## config.mk

```make
export PLATFORM = sky130hd
export DESIGN_NAME = rectangle_atlas_allocator_core
export DESIGN_NICKNAME = d
export VERILOG_FILES = /design/src/hw/rtl/raa_pkg.sv /design/src/hw/rtl/rectangle_atlas_allocator_core.sv
export SDC_FILE = /design/constraint.sdc
export NUM_CORES = 2
export LEC_CHECK = 0
export BUFFER_PORTS_ARGS = -buffer_cell sky130_fd_sc_hd__buf_2
export CAP_MARGIN = 20
export CORE_ASPECT_RATIO = 0.7
export CORE_UTILIZATION = 45
export DETAILED_ROUTE_END_ITERATION = 6
export GPL_ROUTABILITY_DRIVEN = 0
export GPL_TIMING_DRIVEN = 0
export PLACE_DENSITY = 0.64
export SYNTH_ARGS = -nofsm -noshare
export SYNTH_HDL_FRONTEND = slang
export SYNTH_SLANG_ARGS = --single-unit
```

## constraint.sdc

```tcl
create_clock -name clk -period 16.5 [get_ports clk]
set_input_delay 1.65 -clock clk [delete_from_list [all_inputs] [get_ports clk]]
set_output_delay 1.65 -clock clk [all_outputs]
set_load 0.1 [all_outputs]
```

## src/hw/rtl/raa_pkg.sv

```systemverilog
// ----------------------------------------------------------------------------
// raa_pkg
// Shared types and constants for the rectangle atlas allocator.
// ----------------------------------------------------------------------------
package raa_pkg;
  localparam int MaxFree   = 64;
  localparam int CoordBits = 15;
  localparam int IdxBits   = $clog2(MaxFree);
  localparam int CntBits   = $clog2(MaxFree + 1);
  localparam int ReqBits   = 12;
  localparam logic [ReqBits-1:0] ReqMax = '1;

  localparam logic OP_START = 1'b0;
  localparam logic OP_PLACE = 1'b1;

  localparam logic CFG_WIDTH  = 1'b0;
  localparam logic CFG_HEIGHT = 1'b1;

  typedef logic [CoordBits-1:0] coord_t;

  typedef struct packed {
    coord_t x;
    coord_t y;
    coord_t w;
    coord_t h;
  } frect_t;

  typedef enum logic [3:0] {
    ST_IDLE,
    ST_SRD,
    ST_SCAN,
    ST_BRD,
    ST_APP1,
    ST_APP2,
    ST_CRD,
    ST_CUT,
    ST_DRD,
    ST_DEL,
    ST_DONE
  } state_t;
endpackage

```

## src/hw/rtl/rectangle_atlas_allocator_core.sv

```systemverilog
// ----------------------------------------------------------------------------
// rectangle_atlas_allocator_core
// Guillotine free-list atlas packer with best area fit, one shared compare
// unit stepping over the free list under a small sequencer.
// ----------------------------------------------------------------------------
//  channel  | signals                                  | transfer when
//  ---------+------------------------------------------+----------------------
//  command  | start, op, rect_width, rect_height, busy | start && !busy
//  result   | done, placed, pos_x, pos_y, ...          | done (one cycle)
//  config   | cfg_we, cfg_index, cfg_wdata             | cfg_we
//
// A start keeps busy high only for the result cycle.
// A place with N free rectangles at the search and M after the leftovers are
// appended (M <= N + 2, M <= 64) runs a search pass, a cut pass and a
// removal pass over the list memory, one entry per cycle, each pass opened
// by its read state (SRD, CRD, DRD), and then ends with the result cycle.
// A place that finds no fit ends after the search pass.
// A new command is taken as soon as busy is low.
// rst is synchronous and active high; the list memory is not cleared.
// Results cannot be stalled; busy holds off commands.
module rectangle_atlas_allocator_core
  import raa_pkg::*;
(
  input  logic                 clk,
  input  logic                 rst,
  input  logic                 start,
  output logic                 busy,
  input  logic                 op,
  input  logic [CoordBits-1:0] rect_width,
  input  logic [CoordBits-1:0] rect_height,
  input  logic                 cfg_we,
  input  logic                 cfg_index,
  input  logic [CoordBits-1:0] cfg_wdata,
  output logic                 done,
  output logic                 placed,
  output logic [CoordBits-1:0] pos_x,
  output logic [CoordBits-1:0] pos_y,
  output logic [ReqBits-1:0]   request_index,
  output logic                 all_fit_so_far,
  output logic                 list_overflow
);

  // list memory, write-first on a same-address read
  frect_t mem [MaxFree];
  frect_t rd;
  logic [IdxBits-1:0] raddr;
  logic               we;
  logic [IdxBits-1:0] waddr;
  frect_t             wdata;
  logic [MaxFree-1:0] mark;

  always_ff @(posedge clk) begin
    if (we) mem[waddr] <= wdata;
    rd <= (we && (waddr == raddr)) ? wdata : mem[raddr];
  end

  state_t state, state_next;
  coord_t atlas_w, atlas_h, rw, rh;
  logic [CntBits-1:0] cnt, idx;
  logic [IdxBits-1:0] best;
  logic [2*CoordBits-1:0] best_area;
  logic   found, ovf;
  frect_t b;
  logic [ReqBits-1:0] req;
  logic   fit;

  // config registers
  always_ff @(posedge clk) begin
    if (rst) begin
      atlas_w <= CoordBits'(1024);
      atlas_h <= CoordBits'(1024);
    end else if (cfg_we) begin
      if (cfg_index == CFG_WIDTH) atlas_w <= cfg_wdata;
      else atlas_h <= cfg_wdata;
    end
  end

  // shared compare unit on the entry just read
  logic [IdxBits-1:0] ci;
  logic [2*CoordBits-1:0] area;
  logic fits, ovl, cut_w, kill;
  logic signed [CoordBits+1:0] dx, dy;
  logic [CoordBits:0] fxe, fye, pxe, pye;
  assign ci    = idx[IdxBits-1:0] - IdxBits'(1);
  assign area  = rd.w * rd.h;
  assign fits  = (rd.w >= rw) && (rd.h >= rh);
  assign fxe   = {1'b0, rd.x} + {1'b0, rd.w};
  assign fye   = {1'b0, rd.y} + {1'b0, rd.h};
  assign pxe   = {1'b0, b.x} + {1'b0, rw};
  assign pye   = {1'b0, b.y} + {1'b0, rh};
  assign ovl   = ({1'b0, rd.x} < pxe) && ({1'b0, b.x} < fxe) &&
                 ({1'b0, rd.y} < pye) && ({1'b0, b.y} < fye);
  assign dx    = $signed({2'b0, b.x}) - $signed({2'b0, rd.x});
  assign dy    = $signed({2'b0, b.y}) - $signed({2'b0, rd.y});
  assign cut_w = dx > dy;
  assign kill  = cut_w ? (dx <= 0) : (dy <= 0);

  // next state
  always_comb begin
    state_next = state;
    case (state)
      ST_IDLE: if (start) state_next = (op == OP_START) ? ST_DONE : ST_SRD;
      ST_SRD:  state_next = (cnt == '0) ? ST_DONE : ST_SCAN;
      ST_SCAN: if (idx == cnt) state_next = (found || fits) ? ST_BRD : ST_DONE;
      ST_BRD:  state_next = ST_APP1;
      ST_APP1: state_next = ST_APP2;
      ST_APP2: state_next = ST_CRD;
      ST_CRD:  state_next = ST_CUT;
      ST_CUT:  if (idx == cnt) state_next = ST_DRD;
      ST_DRD:  state_next = ST_DEL;
      ST_DEL:  if (idx == '0) state_next = ST_DONE;
      ST_DONE: state_next = ST_IDLE;
      default: state_next = ST_IDLE;
    endcase
  end

  // memory address and write control
  // rd holds the chosen entry during APP1, b holds it from APP2 on
  frect_t a1, a2;
  logic [CntBits-1:0] last;
  assign a1 = '{x: rd.x, y: CoordBits'(rd.y + rh), w: rd.w, h: CoordBits'(rd.h - rh)};
  assign a2 = '{x: CoordBits'(b.x + rw), y: b.y, w: CoordBits'(b.w - rw), h: b.h};
  assign last = cnt - CntBits'(1);
  logic del_hit;
  assign del_hit = (state == ST_DEL) && (idx != '0) && mark[ci];

  always_comb begin
    raddr = idx[IdxBits-1:0];
    we    = 1'b0;
    waddr = ci;
    wdata = rd;
    case (state)
      ST_IDLE: begin
        we    = start && (op == OP_START);
        waddr = '0;
        wdata = '{x: '0, y: '0, w: atlas_w, h: atlas_h};
      end
      ST_BRD: raddr = best;
      ST_APP1: begin
        we    = (a1.w != '0) && (a1.h != '0) && (cnt < CntBits'(MaxFree));
        waddr = cnt[IdxBits-1:0];
        wdata = a1;
      end
      ST_APP2: begin
        we    = (a2.w != '0) && (a2.h != '0) && (cnt < CntBits'(MaxFree));
        waddr = cnt[IdxBits-1:0];
        wdata = a2;
      end
      ST_CUT: begin
        we = (idx != '0) && (ci != best) && ovl && !kill;
        wdata = rd;
        if (cut_w) wdata.w = CoordBits'(dx);
        else wdata.h = CoordBits'(dy);
      end
      ST_DRD, ST_DEL: begin
        raddr = del_hit ? last[IdxBits-1:0] - IdxBits'(1) : last[IdxBits-1:0];
        // rd holds mem[cnt-1] here; it moves into the removed slot
        we    = del_hit && (ci != last[IdxBits-1:0]);
        wdata = rd;
      end
      default: ;
    endcase
  end

  // sequencer datapath
  always_ff @(posedge clk) begin
    if (rst) begin
      state <= ST_IDLE;
      cnt   <= '0;
      req   <= '0;
      fit   <= 1'b1;
      done  <= 1'b0;
    end else begin
      state <= state_next;
      done  <= (state_next == ST_DONE) && (state != ST_DONE);
      case (state)
        ST_IDLE: if (start) begin
          rw <= rect_width; rh <= rect_height;
          idx <= '0; found <= 1'b0; ovf <= 1'b0; placed <= 1'b0;
          pos_x <= '0; pos_y <= '0; mark <= '0;
          if (op == OP_START) begin
            cnt <= CntBits'(1); req <= '0; fit <= 1'b1;
          end else if (req != ReqMax) begin
            req <= req + ReqBits'(1);
          end
        end
        ST_SRD: begin
          idx <= CntBits'(1);
          if (cnt == '0) fit <= 1'b0;
        end
        ST_SCAN: begin
          if (fits && (!found || area < best_area)) begin
            found <= 1'b1; best <= ci; best_area <= area;
          end
          if (idx != cnt) idx <= idx + CntBits'(1);
          else if (!(found || fits)) fit <= 1'b0;
        end
        ST_BRD: ;
        ST_APP1: begin
          b <= rd; placed <= 1'b1; pos_x <= rd.x; pos_y <= rd.y;
          mark[best] <= 1'b1;
        end
        ST_APP2, ST_CRD: ;
        default: ;
      endcase
      if (state == ST_APP1 || state == ST_APP2) begin
        if ((state == ST_APP1 ? (a1.w != '0 && a1.h != '0) :
                                (a2.w != '0 && a2.h != '0))) begin
          if (cnt < CntBits'(MaxFree)) cnt <= cnt + CntBits'(1);
          else ovf <= 1'b1;
        end
      end
      if (state == ST_APP2) idx <= '0;
      if (state == ST_CRD) idx <= CntBits'(1);
      if (state == ST_CUT) begin
        if (idx != '0 && ci != best && ovl && kill) mark[ci] <= 1'b1;
        if (idx != cnt) idx <= idx + CntBits'(1);
      end
      if (state == ST_DEL) begin
        if (idx != '0) idx <= idx - CntBits'(1);
        if (del_hit) cnt <= cnt - CntBits'(1);
      end
    end
  end

  assign busy           = (state != ST_IDLE);
  assign request_index  = req;
  assign all_fit_so_far = fit;
  assign list_overflow  = ovf;

  // assertions
  a_cnt: assert property (@(posedge clk) disable iff (rst)
    cnt <= CntBits'(MaxFree)) else $error("free count above capacity");
  a_busy: assert property (@(posedge clk) disable iff (rst)
    start && !busy |=> busy) else $error("command not taken");
  a_pulse: assert property (@(posedge clk) disable iff (rst)
    done |=> !done) else $error("result strobe longer than one cycle");
  a_done_busy: assert property (@(posedge clk) disable iff (rst)
    done |-> busy) else $error("result without command");
  a_miss_pos: assert property (@(posedge clk) disable iff (rst)
    done && !placed |-> pos_x == '0 && pos_y == '0)
    else $error("position on a miss");
endmodule

```

* After elaboration in Yosys (flattened, before gate mapping)
Memories as Yosys holds them, arrays and structs flattened. A register that Yosys moved wholly into a read port is not among the register bits. Cells that the tools add are included.
Storage, ports and cells: memories kept 1, bits in writable memories 3840, register bits 285
Cells by class: reduce and logical (&&, ||, !) cells 48, multiply operators 1, eq/ne operators 23, bitwise gates (word level) 5, $add $sub $neg 17, $lt $le $gt $ge 15, muxes and demuxes 67
Memories:
- mem | depth 64, bits a word 60, read ports 1, clocked after memory_dff 1, wr ports 1, RTL line rectangle_atlas_allocator_core.sv:44 | frect_t mem [MaxFree];
Operators by type and width (number):
- 2-to-1 mux 64 bit | 4
- one-hot mux 60 bit (4 select lines) | 1
- OR 64 bit | 2
- one-hot mux 64 bit (2 select lines) | 1
- 2-to-1 mux 7 bit | 16
- adder 15 x 15 -> 16 bit | 4
- < comparator 15 x 16 -> 1 bit | 4
- one-hot mux 15 bit (2 select lines) | 2
- nonzero test 15 bit | 4
- 2-to-1 mux 15 bit | 3
- one-hot mux 4 bit (10 select lines) | 1
- less-or-equal comparator 16 x 1 -> 1 bit, second input constant | 2
- subtractor 15 x 15 -> 16 bit | 2
- adder 15 bit | 2
- greater-or-equal comparator 15 bit | 2
- < comparator 30 bit | 1
- multiplier 15 x 15 -> 30 bit | 1
- subtractor 15 bit | 2
- 2-to-1 mux 4 bit | 7
- 2-to-1 mux 12 bit | 2
- one-hot mux 6 bit (2 select lines) | 2
- one-hot mux 7 bit (3 select lines) | 1
- logical AND 1 bit | 20
- 2-to-1 mux 1 bit | 19
- 39 further kinds | 71

* Longest topological paths before layout
depth in word-level cells 10, mapped depth 52

* Worst setup path before layout
Ideal clock, no wire load.
kind register to register, from reg with a tool-made name, to reg found (enable), cell stages (with the launch flop) 49, arrival time 12733 ps, data required time 16196 ps, setup time 304 ps, setup slack 3463 ps, cells stage by stage dfxtp_1 buf_6 buf_12 buf_12 buf_12 buf_12 buf_12 buf_8 buf_6 buf_4 buf_2 mux4_2 mux4_2 mux2i_1 nor2_1 a21oi_2 buf_2 nor2_1 (+13 left out) o41ai_1 a21oi_1 o31a_1 o21ai_0 o211ai_1 a31o_2 a21oi_1 o21bai_1 a21oi_1 xnor2_1 ha_1 nor2b_1 o21ai_0 a311oi_1 a2111oi_0 o21ai_0 a211oi_1 or2_1
RTL lines:
- end signal, assigned | RTL line rectangle_atlas_allocator_core.sv:179 | idx <= '0; found <= 1'b0; ovf <= 1'b0; placed <= 1'b0;
- end signal, assigned | RTL line rectangle_atlas_allocator_core.sv:193 | found <= 1'b1; best <= ci; best_area <= area;
- end, declared | RTL line rectangle_atlas_allocator_core.sv:62 | logic found, ovf;

==> results.rst <==
.. list-table::
   :header-rows: 1

   * - Metric
     - Value
   * - Synth top area cells
     - edfxtp_1, mux4_2, ha_1
   * - Critical path destination
     - found
   * - Clock root buffer
     - clkbuf_16
   * - CP required
     - 17.15 ns
   * - Transition at the pin with the smallest max-transition slack
     - 1.320 ns
   * - Hold bufs inserted after CTS
     - 0
   * - Clk_skew
     - 0.06462 ns
   * - Cell area after synthesis
     - 176,400 um2
   * - Antenna violations before repair
     - 23
   * - Area growth from synthesis to layout
     - 16.17%
   * - Clock insertion delay at the later pin of the skew report
     - 0.97 ns
   * - Number of failing hold endpoints at the final stage
     - 0
   * - Post CTS Setup Buffer Count
     - 0
   * - Capturing point of the worst reg2reg path
     - found
   * - Violated checks
     - design-rule violations
   * - PostCTS Resize Cnt
     - 0
   * - Final Critical Period
     - 15.93 ns
   * - Maximum cell stage delay along the critical path
     - 0.93 ns
   * - Max Freq
     - 0.06277 GHz
   * - Area of the multi-input gates
     - 50,440 um2
   * - Top FF cell, synth
     - edfxtp_1
   * - Worst setup EP type
     - flip-flop
   * - Final Max Tran Viols
     - 0
   * - Total congestion overflow
     - 0
   * - Tcrit/Tclk final
     - 0.9655
   * - Placeable core region
     - 388,600 um2
   * - Startpoint class of the critical path
     - flip-flop
   * - Depth of the CTS H-tree
     - 5
   * - Average cell area after synthesis
     - 19.36 um2
   * - Top-area cell type share of the netlist area
     - 0.6927
   * - Half-perimeter wire length after placement
     - 421.4 mm
   * - Remaining routing DRC violations
     - 14
   * - CTS clk-pin slew, worst paths
     - 0.07 ns
   * - Critical Path Most Common Cell
     - fa_1
   * - Initial DRC Count
     - 19,644
   * - Outcome
     - finished, violations left
   * - Standard-cell row count
     - 191
   * - First-pass detailed-route iteration total
     - 7
   * - Largest area contributor in the synthesized netlist
     - edfxtp_1
   * - Number of standard cells after synthesis
     - 9,114
   * - Nets@finish
     - 10,560
   * - Number of enable flip-flop cells after synthesis
     - 4,070
   * - Min-delay src
     - all_fit_so_far
   * - Starting density of the core
     - 0.4540
   * - Min-delay worst type
     - flip-flop to flip-flop
   * - Maximum buffer depth of the clock tree
     - 4
   * - Horizontal die dimension
     - 750.4 um
   * - Sequential cell area fraction in the yosys report
     - 0.6996
   * - Synthesis-stage register bit count
     - 4,131
   * - R2r worst-path depth
     - 48
   * - Die Y
     - 525.9 um
   * - Total area of sequential cells
     - 123,400 um2
   * - Number of setup violations in the final report
     - 0
   * - Share of flip-flops with an asynchronous set or reset after synthesis
     - 0
   * - I/O pin cnt
     - 98
   * - Post-Synthesis Net Count
     - 9,693
   * - Global-route wire length before repair
     - 815.4 mm
   * - Cts bufs inserted
     - 371
   * - Count of max-cap constraint violations
     - 0
   * - Max transition margin
     - 0.1199
   * - Arrival time at the worst endpoint
     - 16.58 ns
   * - Clock tree from TritonCTS
     - yes
   * - Number of global-route vias before repair
     - 98,074
   * - Port Buf Inserts
     - 94
   * - Reg-to-reg setup timing slack
     - 0.57 ns
   * - Die area
     - 394,600 um2
   * - Routed vias
     - 103,413
   * - Routed wire length
     - 603.0 mm
   * - Synth warn
     - 0
   * - Pin count of the biggest net entering global routing
     - 77
   * - Number of fillers in the final layout
     - 29,811
   * - Remaining antenna violation count after routing
     - 0
   * - Top fanout value on the critical path
     - 17
   * - GRT Total Usage
     - 0.3008
   * - Critical path class
     - flip-flop to flip-flop
   * - Unrepaired setup endpoints after global routing
     - no
   * - Share of cells above drive strength 1
     - 0.2493
   * - Post-detailed-route via-to-cell ratio
     - 6.671
   * - Number of sinks handled by clock tree synthesis
     - 4,131
   * - Distinct cells, synth
     - 102
   * - Summed negative setup slack over all endpoints
     - 0 ns
   * - Worst-path cell with the longest stage delay
     - clkdlybuf4s15_1
   * - Average wire per standard cell
     - 38.90 um
[cells in the final DEF (no fill, tap or decap), types with 176 or more instances in the layout]
cell / netlist / layout
nor2_1: 355 / 287
clkbuf_16: 0 / 376
a21oi_1: 296 / 283
inv_1: 341 / 340
buf_2: 110 / 207
buf_12: 10 / 279
clkbuf_1: 180 / 257
nand2_1: 344 / 341
ha_1: 352 / 352
fa_1: 176 / 176
mux4_2: 1092 / 1092
edfxtp_1: 4070 / 4070
[per-stage QoR]
stage	util	cell area, um2	hold slack, ns	setup WS [ns]	cells
after floorplan	-	176400	0.4357	3.463	9114
after global placement	0.4720	183400	0.4451	-6.612	14419
after detailed placement	0.4966	193000	0.4510	0.6978	14810
after CTS	0.5270	204800	0.4641	0.5685	15478
after global routing	0.5274	204900	0.4898	0.1102	15488
final	0.5275	205000	0.4598	0.5684	15501
[layout make-up]
| cell class | count | area share |
|---|---|---|
| Antenna cell | 14 | 0.0001709 |
| Buffer | 437 | 0.01215 |
| Clock buffer | 460 | 0.04749 |
| Clock inverter | 208 | 0.01015 |
| Inverter | 362 | 0.006654 |
| Multi-Input combinational cell | 4184 | 0.2461 |
| Sequential cell | 4131 | 0.6022 |
| Tap cell | 5211 | 0.03181 |
| Timing Repair Buffer | 494 | 0.04327 |
[Yosys cell counts, types with 15 or more instances]
| master | n |
|---|---|
| edfxtp_1 | 4070 |
| mux4_2 | 1092 |
| nor2_1 | 355 |
| ha_1 | 352 |
| nand2_1 | 344 |
| inv_1 | 341 |
| a21oi_1 | 296 |
| clkbuf_1 | 180 |
| fa_1 | 176 |
| o21ai_0 | 150 |
| xnor2_1 | 117 |
| buf_2 | 110 |
| o22ai_1 | 97 |
| nor2b_1 | 95 |
| a21o_1 | 79 |
| mux2i_1 | 79 |
| nor3_1 | 70 |
| a22oi_1 | 63 |
| dfxtp_1 | 61 |
| nand3_1 | 58 |
| mux2_2 | 53 |
| mux4_1 | 52 |
| and2_1 | 51 |
| buf_1 | 51 |
| xor2_1 | 51 |
| nand2b_1 | 49 |
| a211oi_1 | 38 |
| buf_4 | 37 |
| nand4_1 | 35 |
| o21a_1 | 29 |
| nor4_1 | 25 |
| a31oi_1 | 24 |
| buf_6 | 23 |
| o21bai_1 | 23 |
| and3_1 | 20 |
| a221oi_1 | 19 |
| a2111oi_0 | 17 |
| inv_2 | 15 |
| o31ai_1 | 15 |
[cells by family (layout without fill, tap and decap cells)]
logic type               count (synthesis)  after routing  synth area share
multiplexers                          1276           1276            0.1550
flip-flops                            4131           4131            0.6996
buffers and inverters                  799           1961           0.02176
AND/OR/NAND/NOR                       1163           1163           0.03087
other                                    0             14                 0
adder cells (fa/ha/maj)                528            528           0.04493
XOR/XNOR                               168            168          0.008340
AO/OA/AOI/OAI                         1049           1049           0.03947
[worst max-delay path, delay by kind of cell, from the launching register on]
family / cells / cell delay, ns
AO/OA/AOI/OAI: 16 / 4.65
XOR/XNOR: 1 / 0.17
adder cells (fa/ha/maj): 8 / 3.73
buffers and inverters: 14 / 4.72
flip-flops: 1 / 0.38
multiplexers: 3 / 1.17
AND/OR/NAND/NOR: 6 / 0.69
[metal layers]
layer  routed length (um)  vias up  global-route usage  share of wire
met5                   41        -                   0       0.000068
met3                95940     1389             0.09850           0.16
met1               227200    54368              0.4397           0.38
met4                28980        6              0.1152          0.048
li1                     -    38955                   -              -
met2               250900     8695              0.4193           0.42
[flip-flops by register name, indices dropped and copies added, names as in the netlist, 4 cells and up, named ones only]
name and count:
mem 3840, mark 64, a2 30, b 30
best_area 30, atlas_h 15, atlas_w 15, pos_x 15
pos_y 15, rh 15, rw 15, request_index 12
cnt 7, idx 7, best 6, state 4
[worst min-delay path by stage]
stage                endpoint  cells after the start  slack (ns)
2_1_floorplan     atlas_w[11]                      2        0.44
3_3_place_gp   all_fit_so_far                      2        0.45
3_5_place_dp   all_fit_so_far                      2        0.45
4_1_cts        all_fit_so_far                      2        0.46
5_1_grt            atlas_h[8]                      2        0.49
6_report       all_fit_so_far                      2        0.46
Power is not shown: default switching activity piles up to over one toggle a cycle in this logic, so the estimate is an artifact.
